<file path="config.mk">
export PLATFORM = sky130hd
export DESIGN_NAME = rgb_shp_win_cell
export DESIGN_NICKNAME = d
export VERILOG_FILES = /design/src/rtl/rgb_shp_pkg.sv /design/src/rtl/rgb_shp_win_cell.sv
export SDC_FILE = /design/constraint.sdc
export NUM_CORES = 1
export LEC_CHECK = 0
export ABC_CLOCK_PERIOD_IN_PS = 810
export BUFFER_PORTS_ARGS = -buffer_cell sky130_fd_sc_hd__buf_4
export CORE_ASPECT_RATIO = 0.6
export CORE_UTILIZATION = 35
export DETAILED_ROUTE_END_ITERATION = 7
export PLACE_DENSITY_LB_ADDON = 0.25
export SYNTH_ARGS = -nofsm -noshare
export SYNTH_HDL_FRONTEND = slang
export SYNTH_SLANG_ARGS = --single-unit
</file>
<file path="constraint.sdc">
create_clock -name clk -period 0.81 [get_ports clk]
set_input_delay 0.162 -clock clk [delete_from_list [all_inputs] [get_ports clk]]
set_output_delay 0.162 -clock clk [all_outputs]
set_load 0.01 [all_outputs]
</file>
<file path="src/rtl/rgb_shp_pkg.sv">
// Shared types, constants and register indexes for the RGB 3x3 sharpen block.
`default_nettype none
package rgb_shp_pkg;

  // Geometry limits
  localparam int MAX_COLUMNS = 1024;
  localparam int MAX_ROWS    = 4096;

  // Field widths
  localparam int COL_W  = 11;
  localparam int ROW_W  = 13;
  localparam int CFG_W  = 13;
  localparam int ADDR_W = $clog2(MAX_COLUMNS);
  localparam int PIX_W  = 24;

  // Register reset values
  localparam logic [COL_W-1:0] COLUMNS_RESET = COL_W'(500);
  localparam logic [ROW_W-1:0] ROWS_RESET    = ROW_W'(281);

  // Register indexes
  typedef enum logic [0:0] {
    REG_COLUMNS = 1'b0,
    REG_ROWS    = 1'b1
  } reg_index_t;

  // One RGB pixel: red in the low byte, blue in the high byte
  typedef logic [PIX_W-1:0] pix_t;

  // One window column: pixel two rows up, one row up, current row
  typedef struct packed {
    pix_t top;
    pix_t mid;
    pix_t bot;
  } col_t;

  // Per-item tag computed at input time and carried down the pipe
  typedef struct packed {
    logic emit;
    logic sharp;
    logic last;
  } tag_t;

endpackage
`default_nettype wire

</file>
<file path="src/rtl/rgb_shp_win_cell.sv">
// One column cell of the 3x3 window; loads from its right-hand neighbor.
`default_nettype none
module rgb_shp_win_cell (
  input  wire logic               clk,
  input  wire logic               rst,
  input  wire logic               en,
  input  wire rgb_shp_pkg::col_t  d,
  output      rgb_shp_pkg::col_t  q
);
  import rgb_shp_pkg::*;

  // Shift one column per advancing item
  always_ff @(posedge clk) begin
    if (rst) begin
      q <= '0;
    end else if (en) begin
      q <= d;
    end
  end

endmodule
`default_nettype wire

</file>
Word level (Yosys, flattened, before mapping)
Index checks and enable logic that the tools add are counted.
{ "word_totals": {"rom_bits": 0, "memories": 0, "out_inout_bits": 72, "inputBits": 75, "ramBits": 0, "latchBits": 0, "reg_bits": 72, "wordCells": 3} }
{ "op_classes": {"n_lt_le_gt_ge": 0, "n_mux": 0, "n_eq_ne": 0, "n_div": 0, "bitwise": 0, "reduce_logical": 0, "multipliers": 0, "n_shift": 0, "n_addsub": 0} }

Depth between registers and ports, before layout
{ "logic_depth": {"word_depth": 0, "depth_mapped": 4, "mapped_depth_nobuf": 2} }

Least setup slack after synthesis
No wires, ideal clock.
{ "synth_timing": {"path_type": "input -> register", "startpoint": "input en", "endpoint": "register q[0] (netlist name)", "setup_time_ns": 0.128, "setup_slack_ns": -0.002, "required_ns": 0.682, "stages": 4, "arrival_time_ns": 0.684, "cell_sequence": "buf_6 buf_8 mux2i_1 nor2_1"} }
{ "synth_rtl": {"columns": ["item", "line", "rtl"], "rows": [
  ["from (decl)", "rgb_shp_win_cell.sv:6", "input wire logic en,"],
  ["to (signal assigned)", "rgb_shp_win_cell.sv:15", "q <= '0;"],
  ["to (signal assigned)", "rgb_shp_win_cell.sv:17", "q <= d;"],
  ["to (decl)", "rgb_shp_win_cell.sv:8", "output rgb_shp_pkg::col_t q"]
]} }

Worst setup path after layout
{ "layout_timing": {"startpoint": "register q[27] (netlist name)", "endpoint": "output q[27] (netlist name)"} }
No word-level cell between the ends.

==> out/results.txt <==
Busiest layer in global routing - met2
Slew margin rel. - 89.51%
Remaining Overflow, GRT - 0
Max reg flops - 72
Seq cells post-synth - 72
Share of cells above drive strength 1 - 62.53%
Pin count of the biggest net entering global routing - 37
Final Skew - 0 ns
Antenna Violating Nets Remaining - 0
Reg2reg start - q[59]$_SDFFE_PP0P_
Switching part of the total power - 21.84%
Final core utilization - 64.58%
Placed cell count - 455
Num CTS Buffers - 9
Reg2Reg Capture Point - q[59]$_SDFFE_PP0P_
CP max FO - 2
YS warnings - 0
Hold path endpoint - q[1]$_SDFFE_PP0P_
GRT Total Usage - 16.99%
Later-pin clock latency in the skew report - 0.32 ns
Worst Path Arrival - 0.76 ns
Post-synth cell types - 8
Top achievable clock speed - 1.082 GHz
Max-slew violation count - 0
Critical setup path kind - reg -> out
Clock slew at reported path FFs - 0.06 ns
Mapped Cells - 232
Total power - 9.632 mW
Std-Cell Rows - 23
Syn_nets - 307
Global placement routability congestion - 0.6810
RSZ-0062 raised after global routing - true
Via count of the routed design - 2146
Syn avg cell area - 11.12 µm²
CTS tree - done
Die area - 7730 µm²
DRC Markers - 0
Final hold violation count - 0
Bufs on Longest Clock Path - 2
Comb pwr share - 14.2%
Post-synthesis sequential area ratio - 55.87%
Sw power - 2.104 mW
Synth Cell Area - 2580 µm²
P_leak - 2.199 nW
Setup violations, final - 72
Vias in the first global route - 2028
Port buffer count - 146
Cell Pwr Density - 2159 nW/µm²
R2R cell count - 3
Critical path cell sequence - buf_6
Initial antenna violation count - 0
WP buf/inv - 1
CP endpoint kind - primary output
Initial Utilization - 37.36%
Sequential power share - 41.0%
# clock sinks - 72
H-Tree Level Count - 3
Crit path max-delay family - flip-flops
Fin area - 4461 µm²
Core region area - 6907 µm²
First-pass GRT wire length - 9873 µm
Maxcap violations - 0
# diodes - 0
HPWL Detailed - 4487 µm
Top reg by flops - q
Worst Hold Path Cells - 3
Failing checks - setup timing
Synth-to-Final Area Change - 72.89%
R2r setup slk - 0.08 ns
Top flop regs - q: 72 flops
Crit-path slowest cell - dfxtp_2
DR WL/cell - 13.93 µm
I/O Pins - 147
Tmin final - 0.9245 ns
Placed Area - 3745 µm²
Drt initial violations - 62
VDD IR max - 0.001162 V
Pre-CTS setup slack - -0.1366 ns
Final nets - 457
GRT met2 Usage - 26.85%
Post-cts hold buffer count - 0
Critical Path RT - 0.65 ns
Min-Delay Path Class - in -> reg
Drt pass-1 iters - 4
Power Internal - 7.528 mW
Die Width - 112.8 µm
Clock share of power - 44.8%
CP max stage delay - 0.34 ns
CTS Root Buffer Type - clkbuf_16
Crit path setup slack, layout - -0.1145 ns
Measured slew at the worst slew-check pin - 0.1530 ns
Die height - 68.51 µm
Post-detailed-routing wire length - 6603 µm
Fin cells - 474
Met1 usage - 20.28%
GRT met3 Usage - 8.217%
Status - finished with violations
Critical path startpoint category - flip-flop
Post-DR vias/cell - 4.527
Hold Path Origin - d[1]
Part of the cycle the worst path needs - 114.1%
layer usage:
metal / routed length (µm) / share of wire (%) / up-vias
met5: 0 / 0 / -
met4: 64 / 0.97 / 0
met3: 719 / 11 / 8
met2: 2916 / 44 / 96
met1: 2902 / 44 / 981
li1: - / - / 1061
cell usage in the layout (no fill, tap or decap):
master / Yosys / final
clkbuf_8: 0 / 2
bufinv_16: 0 / 2
clkbuf_16: 0 / 9
buf_12: 0 / 5
clkinv_4: 0 / 1
dfxtp_2: 0 / 72
mux2i_1: 72 / 72
buf_4: 0 / 78
buf_6: 1 / 72
clkbuf_1: 2 / 1
nor2_1: 72 / 72
clkinvlp_4: 0 / 1
worst max path at each step:
stage,cells past startpoint,to,start,slack (ns)
floorplan,4,q[0]$_SDFFE_PP0P_,en,0.02
global placement,4,q[12]$_SDFFE_PP0P_,en,-0.1
detailed placement,4,q[40]$_SDFFE_PP0P_,en,-0.14
CTS,1,q[34],q[34]$_SDFFE_PP0P_,-0.13
global route,1,q[29],q[29]$_SDFFE_PP0P_,-0.14
finish,1,q[27],q[27]$_SDFFE_PP0P_,-0.11
synthesized netlist by cell type:
master	number	area, µm²
nor2_1	72	270.3
buf_6	1	11.26
buf_8	7	105.1
buf_1	5	18.77
dfxtp_1	72	1441
clkbuf_1	2	7.510
clkbuf_2	1	5.000
mux2i_1	72	720.7
power by group through the flow:
stage                     registers (mW)  logic, mW  clock network [mW]
final                               3.95       1.37                4.31
after global routing                3.97       1.48                4.57
after CTS                           3.95       1.37                4.39
after detailed placement            3.94       1.24                   0
after global placement              3.93       1.22                   0
after floorplan                     4.03      0.473                   0
cell families after synthesis:
kind of cell	after synthesis	synth area share, %
flops	72	55.87
buf+inv	16	5.723
mux	72	27.93
simple gates	72	10.48
area by class of cell:
cell class | instances | area [µm²]
sequential | 72 | 1531
clock buffer | 12 | 256.5
fill | 556 | 2446
timing repair buffer | 155 | 1496
tap | 87 | 108.9
multi-input combinational | 144 | 991.0
clock inverter | 4 | 76.32
what timing repair did:
action	CTS	global route
resized for setup	144	0
cloned	0	0
endpoints found under the setup margin	72	72
buffers inserted	1	2
through the flow:
stage	hold WS, ns	TNS, ns
3_3_place_gp	0.3941	-5.252
3_5_place_dp	0.4040	-6.455
5_1_grt	0.07133	-9.368
6_report	0.07456	-7.524
2_1_floorplan	0.3092	0
4_1_cts	0.06363	-8.397
Power figures use the tool's default switching activity.
