--- config.mk ---
export PLATFORM = sky130hd
export DESIGN_NAME = rgb_shp_sharpen
export DESIGN_NICKNAME = d
export VERILOG_FILES = /design/src/rtl/rgb_shp_pkg.sv /design/src/rtl/rgb_shp_sharpen.sv
export SDC_FILE = /design/constraint.sdc
export NUM_CORES = 1
export LEC_CHECK = 0
export BUFFER_PORTS_ARGS = -buffer_cell sky130_fd_sc_hd__buf_2
export CAP_MARGIN = 20
export CORE_MARGIN = 4
export CORE_UTILIZATION = 49
export DETAILED_ROUTE_END_ITERATION = 6
export GPL_ROUTABILITY_DRIVEN = 0
export PLACE_DENSITY = 0.85
export SYNTH_ARGS = -nofsm -noshare
export SYNTH_HDL_FRONTEND = slang
export SYNTH_SLANG_ARGS = --single-unit
export TNS_END_PERCENT = 10
--- constraint.sdc ---
create_clock -name vclk -period 5.3
set_input_delay 0.265 -clock vclk [all_inputs]
set_output_delay 0.265 -clock vclk [all_outputs]
set_load 0.1 [all_outputs]
--- src/rtl/rgb_shp_pkg.sv ---
// Shared types, constants and register indexes for the RGB 3x3 sharpen block.
`default_nettype none
package rgb_shp_pkg;

  // Geometry limits
  localparam int MAX_COLUMNS = 1024;
  localparam int MAX_ROWS    = 4096;

  // Field widths
  localparam int COL_W  = 11;
  localparam int ROW_W  = 13;
  localparam int CFG_W  = 13;
  localparam int ADDR_W = $clog2(MAX_COLUMNS);
  localparam int PIX_W  = 24;

  // Register reset values
  localparam logic [COL_W-1:0] COLUMNS_RESET = COL_W'(500);
  localparam logic [ROW_W-1:0] ROWS_RESET    = ROW_W'(281);

  // Register indexes
  typedef enum logic [0:0] {
    REG_COLUMNS = 1'b0,
    REG_ROWS    = 1'b1
  } reg_index_t;

  // One RGB pixel: red in the low byte, blue in the high byte
  typedef logic [PIX_W-1:0] pix_t;

  // One window column: pixel two rows up, one row up, current row
  typedef struct packed {
    pix_t top;
    pix_t mid;
    pix_t bot;
  } col_t;

  // Per-item tag computed at input time and carried down the pipe
  typedef struct packed {
    logic emit;
    logic sharp;
    logic last;
  } tag_t;

endpackage
`default_nettype wire

--- src/rtl/rgb_shp_sharpen.sv ---
// Laplacian sharpen of the window center, per channel, with border pass-through.
`default_nettype none
module rgb_shp_sharpen (
  input  wire rgb_shp_pkg::col_t  w_old,
  input  wire rgb_shp_pkg::col_t  w_ctr,
  input  wire rgb_shp_pkg::col_t  w_new,
  input  wire logic               sharp,
  output      rgb_shp_pkg::pix_t  res
);
  import rgb_shp_pkg::*;

  // 9 * center minus the eight neighbors, clamped to 0..255
  function automatic logic [7:0] sharpen_ch(
    input logic [7:0] c,
    input logic [7:0] n0, input logic [7:0] n1, input logic [7:0] n2,
    input logic [7:0] n3, input logic [7:0] n4, input logic [7:0] n5,
    input logic [7:0] n6, input logic [7:0] n7
  );
    logic [11:0]        nsum;
    logic [11:0]        c9;
    logic signed [13:0] v;
    logic [7:0]         r;
    nsum = (({4'd0, n0} + {4'd0, n1}) + ({4'd0, n2} + {4'd0, n3})) +
           (({4'd0, n4} + {4'd0, n5}) + ({4'd0, n6} + {4'd0, n7}));
    c9   = {1'b0, c, 3'd0} + {4'd0, c};
    v    = $signed({2'b00, c9}) - $signed({2'b00, nsum});
    if (v < 0) begin
      r = 8'd0;
    end else if (v > 14'sd255) begin
      r = 8'd255;
    end else begin
      r = v[7:0];
    end
    return r;
  endfunction

  // Channels are independent byte lanes
  always_comb begin
    res = w_ctr.mid;
    if (sharp) begin
      for (int k = 0; k < 3; k++) begin
        res[8*k +: 8] = sharpen_ch(w_ctr.mid[8*k +: 8],
                                   w_old.top[8*k +: 8], w_old.mid[8*k +: 8],
                                   w_old.bot[8*k +: 8], w_ctr.top[8*k +: 8],
                                   w_ctr.bot[8*k +: 8], w_new.top[8*k +: 8],
                                   w_new.mid[8*k +: 8], w_new.bot[8*k +: 8]);
      end
    end
  end

endmodule
`default_nettype wire
* Word level (Yosys, flattened, before mapping)
Cells that the tools add are included.
** Cells by class
- Add/subtract/negate cells :: 27
- Multiplexer cells :: 7
- $mul :: 0
- Shifts and indexed selects :: 0
- Equality and inequality tests :: 0
- Magnitude comparators :: 6
- Reduce and logical (&&, ||, !) cells :: 0
- Divide/modulo/power cells :: 0
- Bitwise logic cells :: 0
** Operators by type and width (number)
- adder 8 x 8 -> 9 bit :: 12
- adder 9 x 9 -> 10 bit :: 6
- two-way mux 8 bit :: 6
- > comparator 13 x 9 -> 1 bit, second input constant :: 3
- less-than comparator 13 x 1 -> 1 bit, second input constant :: 3
- subtractor 12 x 11 -> 13 bit :: 3
- adder 11 x 8 -> 12 bit :: 3
- adder 10 x 10 -> 11 bit :: 3
- two-way mux 24 bit :: 1
** Word-level totals
- Output and inout bits :: 24
- Word-level logic and storage cells :: 40
- Input bits :: 217
- Register bits after elaboration :: 0
- Memories :: 0
- ROM bits :: 0
- Bits in latches :: 0
- Memory bits (writable) :: 0

* Logic depth before layout (Yosys ltp)
Gate-level depths: netlist of run 1.
- Depth after elaboration :: 8
- Depth in mapped cells :: 19
- Mapped depth without buffers :: 19

* Least setup slack after synthesis of run 1
No wires, ideal clock.
- Kind :: input -> output
- Start :: in w_old[4] (netlist bit)
- End :: out res[1]
- Path buffers :: 0
- Arrival time :: 6.564 ns
- Stages on the path :: 16
- Path slack :: -1.529 ns
- Cells stage by stage :: fa_1 inv_1 fa_1 fa_1 fa_1 inv_1 fa_1 inv_1 ha_1 o21ai_1 a21oi_1 o31ai_1 mux2_2 o311ai_4 nor2_4 a311oi_1
** On the way
- Longest elaborated chain between the ends :: 8
- Elaborated cells between the ends (all ways) :: 9
- Classes of those cells :: 4 x add/sub; 2 x order compare; 3 x mux
** RTL lines
- start: declaration :: RTL line rgb_shp_sharpen.sv:4 : input wire rgb_shp_pkg::col_t w_old,
- adder 8 x 8 -> 9 bit * :: RTL line rgb_shp_sharpen.sv:23 : nsum = (({4'd0, n0} + {4'd0, n1}) + ({4'd0, n2} + {4'd0, n3})) +
- adder 9 x 9 -> 10 bit * :: RTL line rgb_shp_sharpen.sv:23
- adder 10 x 10 -> 11 bit * :: RTL line rgb_shp_sharpen.sv:23
- subtractor 12 x 11 -> 13 bit * :: RTL line rgb_shp_sharpen.sv:26 : v = $signed({2'b00, c9}) - $signed({2'b00, nsum});
- > comparator 13 x 9 -> 1 bit :: RTL line rgb_shp_sharpen.sv:29 : end else if (v > 14'sd255) begin
- two-way mux 8 bit :: RTL line rgb_shp_sharpen.sv:29
- two-way mux 8 bit * :: RTL line rgb_shp_sharpen.sv:27 : if (v < 0) begin
- two-way mux 24 bit * :: RTL line rgb_shp_sharpen.sv:40 : if (sharp) begin
- end: declaration :: RTL line rgb_shp_sharpen.sv:8 : output rgb_shp_pkg::pix_t res
Every way passes the cells marked *; elsewhere a longest branch is shown, timed or not.

* Final worst setup path of run 1
- Start :: in w_new[68] (netlist bit)
- End :: out res[21]
** On the way
- Longest elaborated chain between the ends :: 8
- Elaborated cells between the ends (all ways) :: 9
- Classes of those cells :: 4 x add/sub; 2 x order compare; 3 x mux
** RTL lines
- start: declaration :: RTL line rgb_shp_sharpen.sv:6 : input wire rgb_shp_pkg::col_t w_new,
- adder 8 x 8 -> 9 bit * :: RTL line rgb_shp_sharpen.sv:24 : (({4'd0, n4} + {4'd0, n5}) + ({4'd0, n6} + {4'd0, n7}));
- adder 9 x 9 -> 10 bit * :: RTL line rgb_shp_sharpen.sv:24
- adder 10 x 10 -> 11 bit * :: RTL line rgb_shp_sharpen.sv:23
- subtractor 12 x 11 -> 13 bit * :: RTL line rgb_shp_sharpen.sv:26
- > comparator 13 x 9 -> 1 bit :: RTL line rgb_shp_sharpen.sv:29
- two-way mux 8 bit :: RTL line rgb_shp_sharpen.sv:29
- two-way mux 8 bit * :: RTL line rgb_shp_sharpen.sv:27
- two-way mux 24 bit * :: RTL line rgb_shp_sharpen.sv:40
Marked as above.

==> results of run 1 <==
[repair_timing]
item	in CTS	in global routing
pin swaps	2	30
gates resized for setup	14	97
cloned	0	0
setup endpoints to repair	12	24
endpoints found under the hold margin	0	0
buffers inserted	0	4
[how the worst min path moves through the flow]
stage,cells past startpoint,end
4_1_cts,4,res[7]
6_report,3,res[18]
2_1_floorplan,2,res[2]
3_5_place_dp,3,res[18]
3_3_place_gp,3,res[18]
5_1_grt,3,res[18]
[synth_stat cells, drive strengths merged (3+ instances only)]
library cell and instances:
ha 69, a21oi 28, nor3 7, nand3 4, xnor2 16, a311oi 5
a32oi 3, nand2b 6, a221oi 3, nand2 20, a21boi 4, nor2b 4
a211oi 9, mux2 4, o21ai 38, and3 3, a21o 7, nor3b 3
o21a 4, or4 3, inv 279, o22ai 7, a31oi 3, mux2i 4
o21bai 3, xor2 5, o2bb2ai 4, clkbuf 4, fa 186, nor2 34
[area by class of cell]
| class | count | area (um2) |
|---|---|---|
| well taps | 184 | 230 |
| multi-input cells | 507 | 6800 |
| fillers | 1095 | 4850 |
| inverters | 279 | 1050 |
| repair buffers | 272 | 1720 |
[tightest hold or removal path, stage by stage]
cell and delay (ns):
buf_2 0.15, o2bb2ai_4 0.13, buf_12 0.16
[logic make-up after synthesis]
group / synth area share [%]
simple gates: 7.00
mux: 1.15
fa+ha+maj: 62.3
buf+inv: 14.6
xor+xnor: 2.50
compound gates: 12.5
[per-layer routing]
layer  global-route usage [%]  vias to the layer above  share of wire, %
li1                         -                     2926                 -
met1                     24.0                     3104                35
met2                     40.6                      184                57
met3                     2.36                       32               5.0
met4                     4.05                        0               2.2
met5                        0                        -                 0
[per-stage QoR]
stage	area, um2	instances	hold WS, ns
CTS	9290	1238	0.990
finish	9800	1242	0.977
floorplan	7450	792	0.848
global placement	9230	1238	1.01
global route	9800	1242	0.990
detailed placement	9230	1238	1.01
==> results.yml, run 1 <==
logic_synthesis:
  syn-instance-count: 792
  synth_top_area_share_pct: 50.5
  syn_area_um2: 7370
  syn-num-nets: 1264
  netlist-cell-type-count: 62
  yosysTopAreaCell: "fa_1"
  ys_warn_count: 0
  seq_area_frac_synth_pct: 0
  synthTopCellsByArea: "fa_1, inv_1, ha_1"
  synth_area_per_cell_um2: 9.30
place:
  dp_hpwl_um: 16400
  pre_cts_ws_ns: -0.113
  io_buffer_count: 241
timing:
  hold_viol: 0
  fmax_ghz: 0.186
  post-route-period-util_pct: 101
  rsz0062_at_grt: "true"
  max_slew_margin_pct: 39.6
  post-route-min-period_ns: 5.37
  tns_ns: -0.342
  tightest_slew_ns: 0.907
  setup_viol: 7
  maxSlewViolCount: 0
  layout_setup_ws_ns: -0.0687
floorplan:
  initial_core_util_pct: 50.3
  die-area_um2: 17100
  die_x_um: 131
  die-height_um: 131
  io_pins: 241
  fp.coreArea_um2: 14600
  std_cell_rows: 44
critical_path:
  crit_path_start_kind: "input port"
  crit_path_end_kind: "output pin"
  crit_required_ns: 5.04
  endpoint: "res[21]"
  path_buf_inv: 7
  cpMaxStageDelayCell: "fa_1"
  cp_max_fo: 6
  worst_path_dominant_cell_family: "adder cells"
  critical_path_arrival_ns: 5.10
  crit_top_cell: "fa_1"
  crit_path_start: "w_new[68]"
  critPathKind: "in2out"
  crit_chain: "buf_6 -> inv_2 -> fa_1 -> fa_1 -> fa_1 -> fa_1 -> inv_2 -> fa_1 -> inv_2 -> ha_4 -> buf_6 -> nand3_4 -> o22ai_4 -> o41ai_2 -> mux2i_1 -> nand4_4 -> buf_6 -> nor2_4 -> o22ai_4 -> buf_12"
  crit_cells: 20
  cp_slowest_stage_delay_ns: 0.55
global_route:
  gr-usage-all-layers_pct: 20.6
  grt_pass1_vias: 6869
  antenna_found_initial: 0
  grt_pass1_wl_um: 29000
  grt_max_degree: 28
  overflow: 0
detailed_routing:
  wl_per_cell_um: 14.8
  routed_via_density: 5.03
  drtIter0Drc: 173
  drc: 0
  antenna_left: 0
  dr.pass1.iters: 4
  wirelength_um: 18300
  vias: 6246
final_layout:
  n_sequential_cell: 0
  final_cell_mix: "inv_1, buf_2, fa_1"
  layout-drive-gt1-share_pct: 33.9
  layout_commonest_cell: "inv_1"
  area_delta_synth_final_pct: 33.0
  nClkBuffers: 0
  fin_util_pct: 66.9
  seq_area_um2: 0
  antennaDiodeCount: 0
  final_nets: 1532
run_status:
  violations: "setup timing"
  status: "finished with violations"
job:
  drv_cap: 0
min_path:
  hp-class: "in2out"
  worstHoldStart: "w_ctr[42]"
cts:
  ctsHoldBuffers: 0
Power of run 1 is left out: the tool's default activity adds up to more than one toggle a clock period on the data nets, which glitch-free logic cannot reach.
==> run 2, diff against run 1 <==
CORE_MARGIN = not set   (was 4)
SKIP_LAST_GASP = 1   (was not set)
==> results.yml, run 2 (synthesized netlist as in run 1, its figures left out) <==
timing:
  tightest_slew_ns: 0.675
  rsz0062_at_grt: "true"
  maxSlewViolCount: 0
  max_slew_margin_pct: 55.0
  layout_setup_ws_ns: -0.169
  post-route-min-period_ns: 5.47
  fmax_ghz: 0.183
  hold_viol: 0
  post-route-period-util_pct: 103
  setup_viol: 15
min_path:
  hp-class: "in2out"
job:
  drv_cap: 0
final_layout:
  n_sequential_cell: 0
  seq_area_um2: 0
  final_nets: 1529
  fin_area_um2: 9500
  n_fill_cell: 1105
  nClkBuffers: 0
  final_cell_mix: "inv_1, buf_2, fa_1"
  layout_commonest_cell: "inv_1"
  area_delta_synth_final_pct: 28.9
  layout-drive-gt1-share_pct: 31.1
floorplan:
  io_pins: 241
  die-area_um2: 15500
  die-height_um: 125
  fp.coreArea_um2: 14600
  die_x_um: 125
  initial_core_util_pct: 50.5
  std_cell_rows: 44
critical_path:
  crit_chain: "buf_2 -> buf_4 -> fa_1 -> fa_1 -> fa_1 -> inv_1 -> fa_1 -> inv_1 -> ha_1 -> ha_1 -> a21oi_2 -> o22ai_2 -> o41ai_4 -> mux2i_2 -> nand4_4 -> buf_4 -> nor2_1 -> o22ai_1 -> bufbuf_16"
  endpoint: "res[22]"
  path_buf_inv: 6
  critPathKind: "in2out"
  crit_path_start_kind: "input port"
  crit_path_start: "w_ctr[41]"
  critical_path_arrival_ns: 5.20
  crit_top_cell: "fa_1"
  crit_path_end_kind: "output pin"
  cp_max_fo: 4
  cp_slowest_stage_delay_ns: 0.57
  worst_path_dominant_cell_family: "adder cells"
  crit_cells: 19
  cpMaxStageDelayCell: "fa_1"
  crit_required_ns: 5.04
detailed_routing:
  routed_via_density: 4.95
  drc: 0
  antenna_left: 0
  wirelength_um: 17400
  vias: 6144
  dr.pass1.iters: 4
  drtIter0Drc: 242
  wl_per_cell_um: 14.0
global_route:
  grt_pass1_vias: 6700
  gr-usage-all-layers_pct: 23.0
  antenna_found_initial: 2
  overflow: 0
  grt_max_degree: 28
  grt_pass1_wl_um: 29500
run_status:
  status: "finished with violations"
  violations: "setup timing"
place:
  io_buffer_count: 241
  dp_hpwl_um: 15600
  pre_cts_ws_ns: -0.171
  place_area_um2: 9260
cts:
  ctsHoldBuffers: 0
==> run 2: cell types whose count changed in the layout (fill, tap and decap cells not counted), moves of 5 or more <==
| cell | change |
|---|---|
| nor2_4 | -5 |
| o22ai_1 | +5 |
| ha_1 | +5 |
| ha_4 | -5 |
| nor2_1 | +6 |
| buf_6 | -8 |
| o22ai_4 | -5 |
==> run 2: worst min path at each step <==
stage          startpoint      end  slack, ns  depth (start not counted)
2_1_floorplan   w_ctr[26]   res[2]       0.85                          2
3_3_place_gp    w_ctr[42]  res[18]        1.0                          3
3_5_place_dp    w_ctr[42]  res[18]       1.01                          3
4_1_cts         w_ctr[31]   res[7]       0.99                          4
5_1_grt         w_ctr[42]  res[18]       1.03                          3
6_report        w_ctr[31]   res[7]       0.99                          4
==> run 2: repair_timing <==
action,4_1_cts,5_1_grt
resized for setup,7,32
endpoints found under the hold margin,0,0
cloned,0,1
pin swaps,4,17
endpoints found under the setup margin,20,24
buffers inserted,1,6
==> run 2: per-stage QoR <==
step / TNS (ns) / std cells / hold slack (ns) / util [%]
after floorplan: -8.82 / 792 / 0.848 / -
after global placement: -0.207 / 1231 / 0.996 / 63.4
after detailed placement: -1.35 / 1231 / 1.01 / 63.4
after CTS: -0.525 / 1232 / 0.993 / 63.7
after global routing: -4.07 / 1240 / 1.03 / 65.1
final: -0.792 / 1240 / 0.994 / 65.1
==> run 2: area by class of cell <==
type                            count  area [um2]  area share, %
Multi-Input combinational cell    508        6500           68.4
Timing Repair Buffer              268        1720           18.1
Tap cell                          184         230           2.42
Antenna cell                        1        2.50         0.0264
Inverter                          279        1050           11.0
==> run 2: layer usage <==
metal | up-vias | global-route usage, % | wire length, um
met2 | 168 | 44.6 | 9760
met4 | 2 | 3.12 | 193
met3 | 22 | 2.06 | 738
li1 | 2929 | - | -
met1 | 3023 | 27.9 | 6670
met5 | - | 0 | 13
Power of run 2 is left out for the same reason.
==> run 3, diff against run 2 <==
ABC_AREA = 1   (was not set)
CORE_UTILIZATION = 42   (was 49)
PLACE_DENSITY = 0.75   (was 0.85)
TNS_END_PERCENT = not set   (was 10)
==> results.yml, run 3 <==
final_layout:
  n_sequential_cell: 0
  final_nets: 1684
  final_cell_mix: "inv_1, nand2_1, buf_2"
  area_delta_synth_final_pct: 23.9
  seq_area_um2: 0
  layout-drive-gt1-share_pct: 22.2
  layout_commonest_cell: "inv_1"
  nClkBuffers: 0
  n_fill_cell: 1633
  multiInputGateArea_um2: 6330
  fin_util_pct: 53.8
  antennaDiodeCount: 0
timing:
  fmax_ghz: 0.199
  post-route-min-period_ns: 5.04
  max_slew_margin_pct: 41.9
  rsz0062_at_grt: "true"
  post-route-period-util_pct: 95.0
  maxSlewViolCount: 0
  hold_viol: 0
  setup_viol: 0
  tightest_slew_ns: 0.870
logic_synthesis:
  synth_most_common_cell: "inv_1"
  synth_area_per_cell_um2: 7.83
  syn_area_um2: 7590
  ys_warn_count: 0
  seq_area_frac_synth_pct: 0
  yosysTopAreaCell: "fa_1"
  netlist-cell-type-count: 23
  synthTopCellsByArea: "fa_1, inv_1, ha_1"
  syn-instance-count: 970
  synth_common_cells: "inv_1, nand2_1, fa_1"
  synth_top_area_share_pct: 49.0
  syn-num-nets: 1442
global_route:
  grt_max_degree: 23
  gr-usage-all-layers_pct: 18.5
  grt_pass1_vias: 6887
  overflow: 0
  grt_pass1_wl_um: 28300
  antenna_found_initial: 0
critical_path:
  critical_path_arrival_ns: 4.77
  cp_max_fo: 4
  cp_slowest_stage_delay_ns: 0.53
  critPathKind: "in2out"
  crit_required_ns: 5.04
  path_buf_inv: 7
  crit_path_start_kind: "input port"
  endpoint: "res[18]"
  crit_cells: 23
  crit_path_start: "w_old[71]"
  crit_path_end_kind: "output pin"
  worst_path_dominant_cell_family: "adder cells"
  cpMaxStageDelayCell: "fa_1"
  crit_chain: "buf_2 -> inv_1 -> fa_1 -> fa_1 -> inv_1 -> fa_1 -> inv_1 -> fa_1 -> inv_1 -> fa_1 -> inv_1 -> ha_1 -> nand2_1 -> nor2_1 -> nand3_1 -> nand3_1 -> nand2_1 -> nand2_1 -> nor2_2 -> nand2_1 -> o21ai_1 -> nand2_1 -> buf_2"
floorplan:
  die_x_um: 136
  initial_core_util_pct: 43.4
  die-area_um2: 18600
  die-height_um: 136
  std_cell_rows: 48
  io_pins: 241
  fp.coreArea_um2: 17500
detailed_routing:
  drtIter0Drc: 259
  antenna_left: 0
  wl_per_cell_um: 11.2
  wirelength_um: 16000
  vias: 6449
  dr.pass1.iters: 5
  drc: 0
  routed_via_density: 4.49
cts:
  post_cts_buffers: 0
job:
  drv_cap: 0
run_status:
  status: "finished clean"
place:
  io_buffer_count: 241
  dp_hpwl_um: 15300
min_path:
  hp-class: "in2out"
[run 3: area by class of cell]
| type | count | area share, % |
|---|---|---|
| tap | 225 | 2.99 |
| timing repair buffer | 242 | 16.3 |
| inverter | 336 | 13.4 |
| multi-input combinational | 632 | 67.3 |
[run 3: per-stage QoR]
step | hold slack [ns] | setup WS (ns) | instance area (um2) | std cells | TNS, ns
5_1_grt | 0.964 | -0.0165 | 9410 | 1435 | -0.0165
3_5_place_dp | 0.943 | 0.270 | 9400 | 1435 | 0
2_1_floorplan | 1.11 | 0.174 | 7590 | 970 | 0
6_report | 0.942 | 0.265 | 9410 | 1435 | 0
3_3_place_gp | 0.943 | 0.330 | 9400 | 1435 | 0
4_1_cts | 0.943 | 0.259 | 9400 | 1435 | 0
[run 3: kinds of logic (layout without fill, tap and decap cells)]
group           Yosys count  count (layout)  share of synthesized area (%)
buf+inv                 338             578                           16.7
simple gates            318             318                           17.5
fa+ha+maj               255             255                           60.4
compound gates           32              32                           2.24
xor+xnor                 27              27                           3.11
[run 3: worst min-delay path, cell delays in order]
cell	delay (ns)
buf_2	0.09
nand2_1	0.04
nand2_1	0.10
buf_12	0.18
[run 3: repair_timing]
item	CTS	global route
hold buffers	0	0
gates resized for setup	0	4
endpoints found under the setup margin	0	6
[run 3: routing by layer]
metal / global-route usage (%) / routed length, um / share of wire [%]
met5: 0 / 0 / 0
met3: 1.08 / 813 / 5.1
met2: 35.9 / 8420 / 53
met1: 22.9 / 6610 / 41
met4: 2.04 / 175 / 1.1
[run 3: worst min-delay path by stage]
stage,startpoint,end,slack (ns),depth (start not counted)
final,w_ctr[38],res[14],0.94,4
after global routing,w_ctr[38],res[14],0.96,4
after detailed placement,w_ctr[38],res[14],0.94,4
after floorplan,w_ctr[24],res[0],1.11,2
after global placement,w_ctr[46],res[22],0.94,4
after CTS,w_ctr[38],res[14],0.94,4
Power of run 3 is left out for the same reason.
